### config.mk
export PLATFORM = sky130hd
export DESIGN_NAME = cartridge_bank_mapper
export DESIGN_NICKNAME = d
export VERILOG_FILES = /design/src/rtl/cbm_pkg.sv /design/src/rtl/cartridge_bank_mapper.sv
export SDC_FILE = /design/constraint.sdc
export NUM_CORES = 1
export LEC_CHECK = 0
export BUFFER_PORTS_ARGS = -buffer_cell sky130_fd_sc_hd__buf_2
export CORE_ASPECT_RATIO = 1.2
export CORE_MARGIN = 4
export CORE_UTILIZATION = 40
export CTS_BUF_LIST = sky130_fd_sc_hd__clkbuf_8
export DETAILED_ROUTE_END_ITERATION = 6
export PLACE_DENSITY = 0.7
export SLEW_MARGIN = 10
export SYNTH_ARGS = -nofsm -noshare
export SYNTH_HDL_FRONTEND = slang
export SYNTH_SLANG_ARGS = --single-unit
### constraint.sdc
create_clock -name i_clk -period 2.6 [get_ports i_clk]
set_input_delay 0.52 -clock i_clk [delete_from_list [all_inputs] [get_ports i_clk]]
set_output_delay 0.52 -clock i_clk [all_outputs]
set_load 0.005 [all_outputs]
### src/rtl/cbm_pkg.sv
// ----------------------------------------------------------------------------
// cbm_pkg: shared types and constants of the cartridge bank mapper
// Word layouts of the access and result channels, operation, target and
// mapper kind codes, and configuration register indexes.
// ----------------------------------------------------------------------------
package cbm_pkg;

    // Widths fixed by the bus and the external memories.
    localparam int unsigned ADDR_W   = 16;
    localparam int unsigned DATA_W   = 8;
    localparam int unsigned OFFS_W   = 22;
    localparam int unsigned COUNT_W  = 9;
    localparam int unsigned CFG_IDX_W = 2;

    // Bus address boundaries.
    localparam logic [ADDR_W-1:0] PRG_RAM_BASE = 16'h6000;
    localparam logic [ADDR_W-1:0] PRG_ROM_BASE = 16'h8000;
    localparam logic [ADDR_W-1:0] PRG_UPPER_BASE = 16'hC000;
    localparam logic [ADDR_W-1:0] CHR_LIMIT     = 16'h2000;
    localparam logic [ADDR_W-1:0] NT_SECOND_BASE = 16'h2800;

    // Serial register: number of writes that complete one load.
    localparam logic [2:0] SERIAL_LOADS = 3'd5;

    typedef enum logic [2:0] {
        OP_CPU_READ  = 3'd0,
        OP_CPU_WRITE = 3'd1,
        OP_PPU_READ  = 3'd2,
        OP_PPU_WRITE = 3'd3,
        OP_NT_LOOKUP = 3'd4
    } t_op;

    typedef enum logic [2:0] {
        TGT_NONE    = 3'd0,
        TGT_PRG_RAM = 3'd1,
        TGT_PRG_ROM = 3'd2,
        TGT_CHR_RAM = 3'd3,
        TGT_CHR_ROM = 3'd4,
        TGT_NT_RAM  = 3'd5
    } t_target;

    typedef enum logic [1:0] {
        KIND_FIXED  = 2'd0,
        KIND_SERIAL = 2'd1,
        KIND_SWITCH = 2'd2
    } t_kind;

    // Serial register destination, chosen by address bits 14..13.
    typedef enum logic [1:0] {
        SREG_CONTROL  = 2'd0,
        SREG_CHR_LOW  = 2'd1,
        SREG_CHR_HIGH = 2'd2,
        SREG_PRG      = 2'd3
    } t_sreg;

    // Nametable mirroring arrangements.
    typedef enum logic [1:0] {
        MIR_SINGLE_LOW  = 2'd0,
        MIR_SINGLE_HIGH = 2'd1,
        MIR_VERTICAL    = 2'd2,
        MIR_HORIZONTAL  = 2'd3
    } t_mirror;

    // Program banking modes held in control register bits 3..2.
    typedef enum logic [1:0] {
        PRG_SWAP_32K_EVEN = 2'd0,
        PRG_SWAP_32K_ODD  = 2'd1,
        PRG_FIX_FIRST     = 2'd2,
        PRG_FIX_LAST      = 2'd3
    } t_prg_mode;

    // Configuration register indexes.
    localparam logic [CFG_IDX_W-1:0] CFG_MAPPER_KIND      = 2'd0;
    localparam logic [CFG_IDX_W-1:0] CFG_PRG_BANK_COUNT   = 2'd1;
    localparam logic [CFG_IDX_W-1:0] CFG_CHR_ROM_PRESENT  = 2'd2;
    localparam logic [CFG_IDX_W-1:0] CFG_HEADER_MIRRORING = 2'd3;

    typedef struct packed {
        t_op               operation;
        logic [ADDR_W-1:0] bus_address;
        logic [DATA_W-1:0] write_byte;
    } t_in_word;

    typedef struct packed {
        t_target           target;
        logic [OFFS_W-1:0] target_offset;
        logic              write_strobe;
    } t_out_word;

endpackage

### src/rtl/cartridge_bank_mapper.sv
// ----------------------------------------------------------------------------
// cartridge_bank_mapper: bus access translator for banked game cartridges
// Maps CPU, pattern and nametable accesses onto external memory offsets and
// keeps the serial bank register and the bank selections.
// ----------------------------------------------------------------------------
// The result word of an accepted access word is registered.
// Throughput: one access word per cycle while the result side is ready; the result
// register frees itself in the same cycle that its word is taken.
// Reset (synchronous, active low) restores the register defaults and the bank
// state: last program bank fixed in the upper half, all other banks zero.
module cartridge_bank_mapper #(
    parameter int unsigned MAX_PRG_BANKS = 256
) (
    input  logic                              i_clk,
    input  logic                              i_rst_n,
    input  logic                              i_in_valid,
    output logic                              o_in_ready,
    input  cbm_pkg::t_in_word                 i_in_word,
    output logic                              o_out_valid,
    input  logic                              i_out_ready,
    output cbm_pkg::t_out_word                o_out_word,
    input  logic                              i_cfg_valid,
    output logic                              o_cfg_ready,
    input  logic [cbm_pkg::CFG_IDX_W-1:0]     i_cfg_index,
    input  logic [cbm_pkg::COUNT_W-1:0]       i_cfg_data
);

    // Configuration registers.
    logic [1:0]                  r_mapper_kind;
    logic [cbm_pkg::COUNT_W-1:0] r_prg_bank_count;
    logic                        r_chr_rom_present;
    logic                        r_header_mirroring;

    // Bank state.
    logic [4:0] r_serial_shift, n_serial_shift;
    logic [2:0] r_serial_count, n_serial_count;
    logic [1:0] r_mirror_mode, n_mirror_mode;
    logic [1:0] r_prg_mode, n_prg_mode;
    logic       r_chr_mode, n_chr_mode;
    logic [4:0] r_chr_bank_low, n_chr_bank_low;
    logic [4:0] r_chr_bank_high, n_chr_bank_high;
    logic [7:0] r_prg_bank_lower, n_prg_bank_lower;
    logic [7:0] r_prg_bank_upper, n_prg_bank_upper;
    logic       r_upper_is_last, n_upper_is_last;

    // Result register.
    logic               r_out_valid;
    cbm_pkg::t_out_word r_out_word, n_out_word;

    logic                        in_fire;
    logic [cbm_pkg::COUNT_W-1:0] eff_count;
    logic [4:0]                  shifted;
    logic [2:0]                  count_inc;
    logic [15:0]                 addr;
    logic [7:0]                  rom_bank;
    logic [17:0]                 chr_off;
    logic [10:0]                 nt_off;
    cbm_pkg::t_mirror            mirror;

    assign o_in_ready  = !r_out_valid || i_out_ready;
    assign in_fire     = i_in_valid && o_in_ready;
    assign o_out_valid = r_out_valid;
    assign o_out_word  = r_out_word;
    assign o_cfg_ready = 1'b1;
    assign addr        = i_in_word.bus_address;

    // Bank count clamped to the range the cartridge can hold.
    always_comb begin
        if (r_prg_bank_count == '0) begin
            eff_count = cbm_pkg::COUNT_W'(1);
        end else if (32'(r_prg_bank_count) > 32'(MAX_PRG_BANKS)) begin
            eff_count = cbm_pkg::COUNT_W'(MAX_PRG_BANKS);
        end else begin
            eff_count = r_prg_bank_count;
        end
    end

    // Program ROM bank for the addressed half of the window.
    always_comb begin
        if (r_mapper_kind == cbm_pkg::KIND_SERIAL || r_mapper_kind == cbm_pkg::KIND_SWITCH) begin
            if (addr < cbm_pkg::PRG_UPPER_BASE) begin
                rom_bank = r_prg_bank_lower;
            end else if (r_mapper_kind == cbm_pkg::KIND_SWITCH || r_upper_is_last) begin
                rom_bank = 8'(eff_count - cbm_pkg::COUNT_W'(1));
            end else begin
                rom_bank = r_prg_bank_upper;
            end
        end else begin
            rom_bank = (addr >= cbm_pkg::PRG_UPPER_BASE && eff_count > cbm_pkg::COUNT_W'(1))
                       ? 8'd1 : 8'd0;
        end
    end

    // Pattern memory offset; 4K banks only in the serial mapper. An odd low
    // bank with the full 8K window reaches past 128K, hence the extra bit.
    always_comb begin
        if (r_mapper_kind != cbm_pkg::KIND_SERIAL) begin
            chr_off = {5'd0, addr[12:0]};
        end else if (!r_chr_mode || !addr[12]) begin
            chr_off = {1'b0, r_chr_bank_low, 12'd0} + {5'd0, addr[12:0]};
        end else begin
            chr_off = {1'b0, r_chr_bank_high, addr[11:0]};
        end
    end

    // Nametable offset from the active mirroring arrangement.
    always_comb begin
        if (r_mapper_kind == cbm_pkg::KIND_SERIAL) begin
            mirror = cbm_pkg::t_mirror'(r_mirror_mode);
        end else begin
            mirror = r_header_mirroring ? cbm_pkg::MIR_VERTICAL : cbm_pkg::MIR_HORIZONTAL;
        end
        unique case (mirror)
            cbm_pkg::MIR_SINGLE_LOW:  nt_off = {1'b0, addr[9:0]};
            cbm_pkg::MIR_SINGLE_HIGH: nt_off = {1'b1, addr[9:0]};
            cbm_pkg::MIR_VERTICAL:    nt_off = addr[10:0];
            default: begin
                nt_off = {(addr >= cbm_pkg::NT_SECOND_BASE), addr[9:0]};
            end
        endcase
    end

    assign shifted   = {i_in_word.write_byte[0], r_serial_shift[4:1]};
    assign count_inc = r_serial_count + 3'd1;

    // Result word and bank state updates for the access being accepted.
    always_comb begin
        n_out_word       = '{target: cbm_pkg::TGT_NONE, target_offset: '0, write_strobe: 1'b0};
        n_serial_shift   = r_serial_shift;
        n_serial_count   = r_serial_count;
        n_mirror_mode    = r_mirror_mode;
        n_prg_mode       = r_prg_mode;
        n_chr_mode       = r_chr_mode;
        n_chr_bank_low   = r_chr_bank_low;
        n_chr_bank_high  = r_chr_bank_high;
        n_prg_bank_lower = r_prg_bank_lower;
        n_prg_bank_upper = r_prg_bank_upper;
        n_upper_is_last  = r_upper_is_last;
        unique case (i_in_word.operation)
            cbm_pkg::OP_CPU_READ, cbm_pkg::OP_CPU_WRITE: begin
                if (addr < cbm_pkg::PRG_RAM_BASE) begin
                    n_out_word.target = cbm_pkg::TGT_NONE;
                end else if (addr < cbm_pkg::PRG_ROM_BASE) begin
                    n_out_word.target        = cbm_pkg::TGT_PRG_RAM;
                    n_out_word.target_offset = {9'd0, addr[12:0]};
                    n_out_word.write_strobe  = (i_in_word.operation == cbm_pkg::OP_CPU_WRITE);
                end else if (i_in_word.operation == cbm_pkg::OP_CPU_READ) begin
                    n_out_word.target        = cbm_pkg::TGT_PRG_ROM;
                    n_out_word.target_offset = {rom_bank, addr[13:0]};
                end else if (r_mapper_kind == cbm_pkg::KIND_SWITCH) begin
                    n_prg_bank_lower = {5'd0, i_in_word.write_byte[2:0]};
                end else if (r_mapper_kind == cbm_pkg::KIND_SERIAL) begin
                    // Serial register: bit 7 resets, otherwise shift in bit 0.
                    if (i_in_word.write_byte[7]) begin
                        n_serial_shift  = '0;
                        n_serial_count  = '0;
                        n_prg_mode      = cbm_pkg::PRG_FIX_LAST;
                        n_upper_is_last = 1'b1;
                    end else if (count_inc < cbm_pkg::SERIAL_LOADS) begin
                        n_serial_shift = shifted;
                        n_serial_count = count_inc;
                    end else begin
                        n_serial_shift = '0;
                        n_serial_count = '0;
                        unique case (cbm_pkg::t_sreg'(addr[14:13]))
                            cbm_pkg::SREG_CONTROL: begin
                                n_mirror_mode = shifted[1:0];
                                n_prg_mode    = shifted[3:2];
                                n_chr_mode    = shifted[4];
                            end
                            cbm_pkg::SREG_CHR_LOW: begin
                                n_chr_bank_low = r_chr_mode ? shifted : {shifted[4:1], 1'b0};
                            end
                            cbm_pkg::SREG_CHR_HIGH: begin
                                n_chr_bank_high = shifted;
                            end
                            default: begin
                                // Loads naming a bank past the count are dropped.
                                if ({5'd0, shifted[3:0]} < eff_count) begin
                                    if (r_prg_mode <= cbm_pkg::PRG_SWAP_32K_ODD) begin
                                        n_prg_bank_lower = {4'd0, shifted[3:1], 1'b0};
                                        n_prg_bank_upper = {4'd0, shifted[3:1], 1'b1};
                                        n_upper_is_last  = 1'b0;
                                    end else if (r_prg_mode == cbm_pkg::PRG_FIX_FIRST) begin
                                        n_prg_bank_lower = '0;
                                        n_prg_bank_upper = {4'd0, shifted[3:0]};
                                        n_upper_is_last  = 1'b0;
                                    end else begin
                                        n_prg_bank_lower = {4'd0, shifted[3:0]};
                                        n_upper_is_last  = 1'b1;
                                    end
                                end
                            end
                        endcase
                    end
                end
            end
            cbm_pkg::OP_PPU_READ, cbm_pkg::OP_PPU_WRITE: begin
                if (addr < cbm_pkg::CHR_LIMIT) begin
                    n_out_word.target        = r_chr_rom_present ? cbm_pkg::TGT_CHR_ROM
                                                                 : cbm_pkg::TGT_CHR_RAM;
                    n_out_word.target_offset = {4'd0, chr_off};
                    n_out_word.write_strobe  = (i_in_word.operation == cbm_pkg::OP_PPU_WRITE)
                                               && !r_chr_rom_present;
                end
            end
            cbm_pkg::OP_NT_LOOKUP: begin
                n_out_word.target        = cbm_pkg::TGT_NT_RAM;
                n_out_word.target_offset = {11'd0, nt_off};
            end
            default: begin
                n_out_word.target = cbm_pkg::TGT_NONE;
            end
        endcase
    end

    // Configuration and bank state registers.
    always_ff @(posedge i_clk) begin
        if (!i_rst_n) begin
            r_mapper_kind      <= cbm_pkg::KIND_FIXED;
            r_prg_bank_count   <= cbm_pkg::COUNT_W'(2);
            r_chr_rom_present  <= 1'b1;
            r_header_mirroring <= 1'b0;
            r_serial_shift     <= '0;
            r_serial_count     <= '0;
            r_mirror_mode      <= '0;
            r_prg_mode         <= cbm_pkg::PRG_FIX_LAST;
            r_chr_mode         <= 1'b0;
            r_chr_bank_low     <= '0;
            r_chr_bank_high    <= '0;
            r_prg_bank_lower   <= '0;
            r_prg_bank_upper   <= '0;
            r_upper_is_last    <= 1'b1;
        end else begin
            if (i_cfg_valid) begin
                unique case (i_cfg_index)
                    cbm_pkg::CFG_MAPPER_KIND:     r_mapper_kind <= i_cfg_data[1:0];
                    cbm_pkg::CFG_PRG_BANK_COUNT:  r_prg_bank_count <= i_cfg_data;
                    cbm_pkg::CFG_CHR_ROM_PRESENT: r_chr_rom_present <= i_cfg_data[0];
                    default:                      r_header_mirroring <= i_cfg_data[0];
                endcase
            end
            if (in_fire) begin
                r_serial_shift   <= n_serial_shift;
                r_serial_count   <= n_serial_count;
                r_mirror_mode    <= n_mirror_mode;
                r_prg_mode       <= n_prg_mode;
                r_chr_mode       <= n_chr_mode;
                r_chr_bank_low   <= n_chr_bank_low;
                r_chr_bank_high  <= n_chr_bank_high;
                r_prg_bank_lower <= n_prg_bank_lower;
                r_prg_bank_upper <= n_prg_bank_upper;
                r_upper_is_last  <= n_upper_is_last;
            end
        end
    end

    // Result register handshake.
    always_ff @(posedge i_clk) begin
        if (!i_rst_n) begin
            r_out_valid <= 1'b0;
        end else if (in_fire) begin
            r_out_valid <= 1'b1;
        end else if (i_out_ready) begin
            r_out_valid <= 1'b0;
        end
    end

    // Result word payload.
    always_ff @(posedge i_clk) begin
        if (in_fire) begin
            r_out_word <= n_out_word;
        end
    end

endmodule

==> results of run 1 <==
-- sequential cells by signal (all words and copies together), names as in the netlist --
name / flops
o_out_word: 26
r_prg_bank_count: 9
r_chr_bank_high: 5
r_chr_bank_low: 5
r_prg_bank_lower: 4
r_prg_bank_upper: 4
r_serial_shift: 4
r_serial_count: 3
r_mapper_kind: 2
r_mirror_mode: 2
r_prg_mode: 2
o_out_valid: 1
r_chr_mode: 1
r_chr_rom_present: 1
r_header_mirroring: 1
r_upper_is_last: 1
-- where the power goes --
| part | switching, W | internal [W] |
|---|---|---|
| logic | 0.000125 | 0.0000837 |
| registers | 0.0000139 | 0.00119 |
| clock network | 0.000434 | 0.000541 |
-- worst min-delay path, cell delays in order --
cell,delay [ns]
sky130_fd_sc_hd__buf_2,0.10
sky130_fd_sc_hd__nand2_1,0.04
sky130_fd_sc_hd__a21oi_1,0.05
-- worst paths after layout --
check                                   startpoint                                to  slack [ns]  cells past startpoint
setup / recovery  r_prg_bank_count[8]$_SDFFE_PN0P_  r_prg_bank_lower[1]$_SDFFE_PN0P_        0.29                      9
hold / removal                       i_cfg_data[8]  r_prg_bank_count[8]$_SDFFE_PN0P_        0.40                      3
setup reg to reg  r_prg_bank_count[8]$_SDFFE_PN0P_  r_prg_bank_lower[1]$_SDFFE_PN0P_        0.29                      9
hold reg to reg     r_chr_bank_low[0]$_SDFFE_PN0P_    r_chr_bank_low[0]$_SDFFE_PN0P_        0.48                      2
-- cell type report --
class	instances	area, um2
clock buffers	9	124
clock inverters	7	96.3
repair buffers	78	420
multi-input cells	285	1710
well taps	117	146
inverters	13	48.8
fillers	829	4340
flip-flops and latches	71	1680
-- synthesized netlist by cell type, drive strengths merged, types with 5 or more instances --
master	count	share of area
a22oi	5	0.011
ha	10	0.036
o21ai	20	0.030
clkbuf	10	0.011
a21oi	28	0.041
buf	5	0.011
xor2	6	0.015
dfxtp	45	0.26
nand2	55	0.059
edfxtp	26	0.22
nor3	8	0.011
nand2b	6	0.011
mux2i	18	0.051
nor2b	11	0.020
nand3	19	0.027
inv	13	0.014
a32o	6	0.017
nor2	42	0.045
or4	5	0.012
o22ai	5	0.0089
-- stage by stage --
step           cells  instance area [um2]  total power (W)  hold WS [ns]
2_1_floorplan    384                 3510          0.00134         0.438
3_3_place_gp     564                 4000          0.00143         0.452
3_5_place_dp     564                 4000          0.00144         0.470
4_1_cts          580                 4220          0.00240         0.385
5_1_grt          580                 4220          0.00249         0.393
6_report         580                 4220          0.00238         0.396
-- routing by layer --
layer  track usage  wire [um]
met1         0.213       3490
met2         0.297       4310
met3        0.0346        489
met4        0.0838        203
met5             0          0
-- cells by family after synthesis --
kind of cell / Yosys count / synth area share
xor+xnor: 8 / 0.0199
buf+inv: 28 / 0.0356
other cells: 1 / 0.00107
mux: 18 / 0.0513
compound gates: 83 / 0.151
fa+ha+maj: 10 / 0.0356
flops: 71 / 0.479
simple gates: 165 / 0.226
==> reports/results.txt, run 1 <==
DRT Wirelength - 8490 um
Overall global routing resource usage - 0.176
Count of mapped cells out of synthesis - 384
Netlist Area Pre-Place - 0.00351 mm2
Area growth from synthesis to layout - 20.2%
Setup repair after global routing missed its margin - false
Half-perimeter wire length after placement - 6470 um
Count of final hold-check violations - 0
Die height - 111 um
Number of distinct standard cells referenced by the synthesized netlist - 55
Resize count post-CTS - 0
Clock skew - 0.00604 ns
Arrival time at the worst endpoint - 2.55 ns
Total congestion overflow after global routing - 0
Final design utilization - 0.493
Maximum buffer depth of the clock tree - 2
Reported max-cap violation count - 0
Leak Pwr - 1.79 nW
Layout cells sized above 1 - 0.220
Synth async-reset ratio - 0
X dimension of the die - 93.6 um
DRC violation total after the first TritonRoute iteration - 238
Tcrit/Tclk final - 0.888
Sort of element at the start of the critical path - flip-flop
Num ports - 72
Vias - 3067
Gp weighted congestion - 0.825
Run status - finished, final reports clean
Total Die Area - 0.0104 mm2
Crit-path max cell delay - 0.45 ns
Synthesized netlist net count - 437
Number of buffers inserted during clock tree synthesis - 9
Number of buffers and inverters on the critical path - 2
Post-CTS Hold Buffers - 0
Commonest non-fill, non-tap cell in the layout - sky130_fd_sc_hd__buf_2
PortBufs - 66
Highest-delay cell along the critical path - sky130_fd_sc_hd__dfxtp_1
Diodes inserted - 0
Slew at the pin closest to its max-slew limit - 0.684 ns
Worst Setup Slack, final - 0.293 ns
Post-placement worst setup slack - 0.304 ns
Critical path type - reg2reg
Antenna violations before repair - 0
Wire length of the first global-routing pass - 14500 um
Post-detailed-route wirelength per cell - 14.6 um
Count of flip-flops with a built-in enable after synthesis - 26
Maximum number of pins on one net before global-route repair - 27
DRC violations left - 0
Register bit count reported by yosys - 71
Worst Setup End Kind - flip-flop
Library cell used as clock root buffer - sky130_fd_sc_hd__clkbuf_8
Via density per instance - 5.29
Sum Neg Setup Slack - 0 ns
Worst max-slew margin expressed relative to the limit - 0.541
H-tree levels - 3
Top achievable clock speed - 433 MHz
Post-CTS Repair Setup Buffers - 0
Data required time at the worst endpoint - 2.85 ns
TritonCTS clock tree - yes
Initial cell density of the core - 0.410
Leading cell types in the layout, fill and taps excluded - sky130_fd_sc_hd__buf_2 (66), sky130_fd_sc_hd__nand2_1 (55), sky130_fd_sc_hd__dfxtp_1 (45)
Worst-path cell chain - inv_1, nand2_1, ha_1, nand3_1, o221ai_1, a221oi_1, buf_4, o21ai_2, a32o_1
Worst-Skew Late Latency - 0.35 ns
Cell family with the largest share of critical-path delay - compound AO/OA/AOI/OAI gates
Core footprint - 0.00856 mm2
Shortest clock period the worst path allows after layout - 2.31 ns
Final #Nets - 511
Maximum fanout count along the critical path - 7
Hold/Removal Path Class - in2reg
Setup-failing EPs final - 0
Share of synthesized area occupied by flip-flops and latches - 0.479
Clk slew on worst S/H paths - 0.08 ns
Count of yosys warnings during synthesis - 0
Power density over the cells - 564 mW/mm2
Average cell area after synthesis - 9.15 um2
Sinks on Clock Net - 71
Pins over their slew limit - 0
Vias in the first global route - 3081
Detailed Routing Iterations Pass 1 - 4
Maximum vdd ir drop - 406 uV
Most used DFF post-synth - sky130_fd_sc_hd__dfxtp_1
Count of antenna-violating nets left after detailed routing - 0
Row count - 37
Power figures use the tool's default switching activity.
==> inputs of run 2 (changes only) <==
PLACE_DENSITY = 0.73   (was 0.7)
SETUP_SLACK_MARGIN = 0.1   (was default)
clock period = 2 ns   (was 2.6 ns; I/O delays follow)
==> run 2 against run 1 <==
Compared with the run above: non-clock buffer count up 46; die area stayed put; clock power rose by 14%; largest power group unchanged.
==> reports/results.txt, run 2 (synthesized netlist as in run 1, its figures left out) <==
Cell family with the largest share of critical-path delay - simple AND/OR/NAND/NOR gates
Leading cell types in the layout, fill and taps excluded - sky130_fd_sc_hd__buf_2 (66), sky130_fd_sc_hd__buf_4 (54), sky130_fd_sc_hd__nand2_1 (52)
Number of buffers inserted during clock tree synthesis - 9 (unchanged)
Worst Setup End Kind - flip-flop
Num ports - 72 (unchanged)
Half-perimeter wire length after placement - 6810 um (+5.4%)
Crit-path max cell delay - 0.57 ns (+0.12 ns)
Slew at the pin closest to its max-slew limit - 0.583 ns (-0.101 ns)
Area growth from synthesis to layout - 40.6%
Row count - 37 (unchanged)
H-tree levels - 3 (unchanged)
Critical path type - reg2reg
Post-placement worst setup slack - -0.116 ns (-0.420 ns)
Highest-delay cell along the critical path - sky130_fd_sc_hd__or4_4
Core footprint - 0.00856 mm2 (unchanged)
Worst hold margin - 0.272 ns (-0.125 ns)
Reported max-cap violation count - 0 (unchanged)
Library cell used as clock root buffer - sky130_fd_sc_hd__clkbuf_8
Arrival time at the worst endpoint - 2.21 ns (-0.34 ns)
Setup repair after global routing missed its margin - true
FF+latch area - 0.00170 mm2 (+1.2%)
Run status - finished, final reports clean
Worst Setup Slack, final - 0.0364 ns (-0.256 ns)
X dimension of the die - 93.6 um (unchanged)
Final design utilization - 0.577 (+0.0834)
Post-CTS Hold Buffers - 0 (unchanged)
Crit path from - r_prg_bank_count[8]$_SDFFE_PN0P_
Hold Path End - r_prg_bank_count[8]$_SDFFE_PN0P_
Vias in the first global route - 3237 (+5.1%)
Hold path cells - 3 (unchanged)
DRC violations left - 0 (unchanged)
Initial cell density of the core - 0.410 (unchanged)
Worst-case reg-to-reg path depth - 6 (-3)
Hold path startpoint - i_cfg_data[8]
DRC violation total after the first TritonRoute iteration - 225 (-5.5%)
Capturing point of the worst reg2reg path - r_prg_bank_lower[2]$_SDFFE_PN0P_
Antenna violations before repair - 0 (unchanged)
Total congestion overflow after global routing - 0 (unchanged)
Final #Nets - 557 (+9.0%)
Max reg flops - 26 (unchanged)
Setup-failing EPs final - 0 (unchanged)
Data required time at the worst endpoint - 2.25 ns (-0.60 ns)
TritonCTS clock tree - yes
Pins over their slew limit - 0 (unchanged)
Gp weighted congestion - 0.896 (+8.5%)
Worst-Skew Late Latency - 0.36 ns (about the same)
Multi-input gate area - 0.00207 mm2 (+21%)
Critical Path Most Common Cell - sky130_fd_sc_hd__a32o_1
Count of final hold-check violations - 0 (unchanged)
Slack of the worst reg-to-reg path - 0.04 ns (-0.26 ns)
Clock skew - 0.00786 ns (+0.00182 ns)
Commonest non-fill, non-tap cell in the layout - sky130_fd_sc_hd__buf_2
Maximum vdd ir drop - 279 uV (-31%)
Vias - 3345 (+9.1%)
Top achievable clock speed - 509 MHz (+18%)
Hold/Removal Path Class - in2reg
Detailed Routing Iterations Pass 1 - 5 (+1)
Sort of element at the start of the critical path - flip-flop
Die height - 111 um (unchanged)
Tcrit/Tclk final - 0.982 (+0.0943)
Post-detailed-route wirelength per cell - 15.9 um (+8.5%)
Diodes inserted - 0 (unchanged)
Via density per instance - 5.34 (+1.0%)
Count of antenna-violating nets left after detailed routing - 0 (unchanged)
Shortest clock period the worst path allows after layout - 1.96 ns (-0.344 ns)
Maximum number of pins on one net before global-route repair - 37 (+37%)
Worst max-slew margin expressed relative to the limit - 0.610 (+0.0692)
Final Total Pwr - 0.00305 W (+28%)
Maximum fanout count along the critical path - 5 (-2)
Maximum buffer depth of the clock tree - 2 (unchanged)
Wire length of the first global-routing pass - 14900 um (+2.8%)
Startpoint of the worst-slack reg-to-reg timing path - r_prg_bank_count[8]$_SDFFE_PN0P_
Overall global routing resource usage - 0.180 (+0.00368)
Layout cells sized above 1 - 0.395 (+0.175)
Sinks on Clock Net - 71 (unchanged)
PortBufs - 66 (unchanged)
DRT Wirelength - 9950 um (+17%)
Worst-path cell chain - or4_4, nor2_2, a221oi_2, buf_4, a32o_1, a32o_1
Clk slew on worst S/H paths - 0.07 ns (about the same)
Leak Pwr - 2.08 nW (+16%)
Number of buffers and inverters on the critical path - 1 (-1)
Total Die Area - 0.0104 mm2 (unchanged)
Fill cells - 691 (-17%)
Power density over the cells - 618 mW/mm2 (+9.5%)
[run 2: through the flow]
step           std cells  cell area, um2  TNS, ns
2_1_floorplan        384            3580        0
3_3_place_gp         598            4320   -0.442
3_5_place_dp         598            4320   -0.743
4_1_cts              619            4620        0
5_1_grt              626            4940   -0.283
6_report             626            4940        0
[run 2: area by class of cell]
| cell class | instances | share of cell area |
|---|---|---|
| repair buffers | 124 | 0.158 |
| well taps | 117 | 0.0296 |
| inverters | 13 | 0.0104 |
| flip-flops and latches | 71 | 0.345 |
| clock buffers | 10 | 0.0279 |
| clock inverters | 6 | 0.00988 |
| multi-input cells | 285 | 0.420 |
[run 2: how the worst max path moves through the flow]
stage                                        to  slack [ns]  cells past startpoint
6_report       r_prg_bank_lower[2]$_SDFFE_PN0P_        0.04                      6
5_1_grt                o_out_word[17]$_DFFE_PP_       -0.13                      9
4_1_cts        r_prg_bank_lower[2]$_SDFFE_PN0P_       0.002                      9
3_5_place_dp   r_prg_bank_lower[2]$_SDFFE_PN0P_       -0.12                      6
3_3_place_gp           o_out_word[17]$_DFFE_PP_       -0.08                      9
2_1_floorplan    r_chr_bank_low[0]$_SDFFE_PN0P_        0.10                      7
[run 2: layer usage]
layer	GRT usage	wire [um]	vias up
met1	0.206	3850	1566
met2	0.313	5110	133
met5	0	0	-
li1	-	-	1622
met3	0.0380	700	24
met4	0.0877	280	0
[run 2: timing repair]
item	in CTS	in global routing
pin swaps	7	34
setup buffers	5	7
hold endpoints to repair	0	0
cloned	0	0
resized for setup	14	62
endpoints found under the setup margin	26	32
[run 2: tightest hold or removal path, cell delays in order]
cell	delay [ns]
sky130_fd_sc_hd__buf_2	0.09
sky130_fd_sc_hd__nand2_1	0.04
sky130_fd_sc_hd__a21oi_1	0.05
[run 2: where the power goes]
part | internal (W) | switching (W)
registers | 0.00154 | 0.0000203
clock network | 0.000588 | 0.000522
logic | 0.000173 | 0.000208
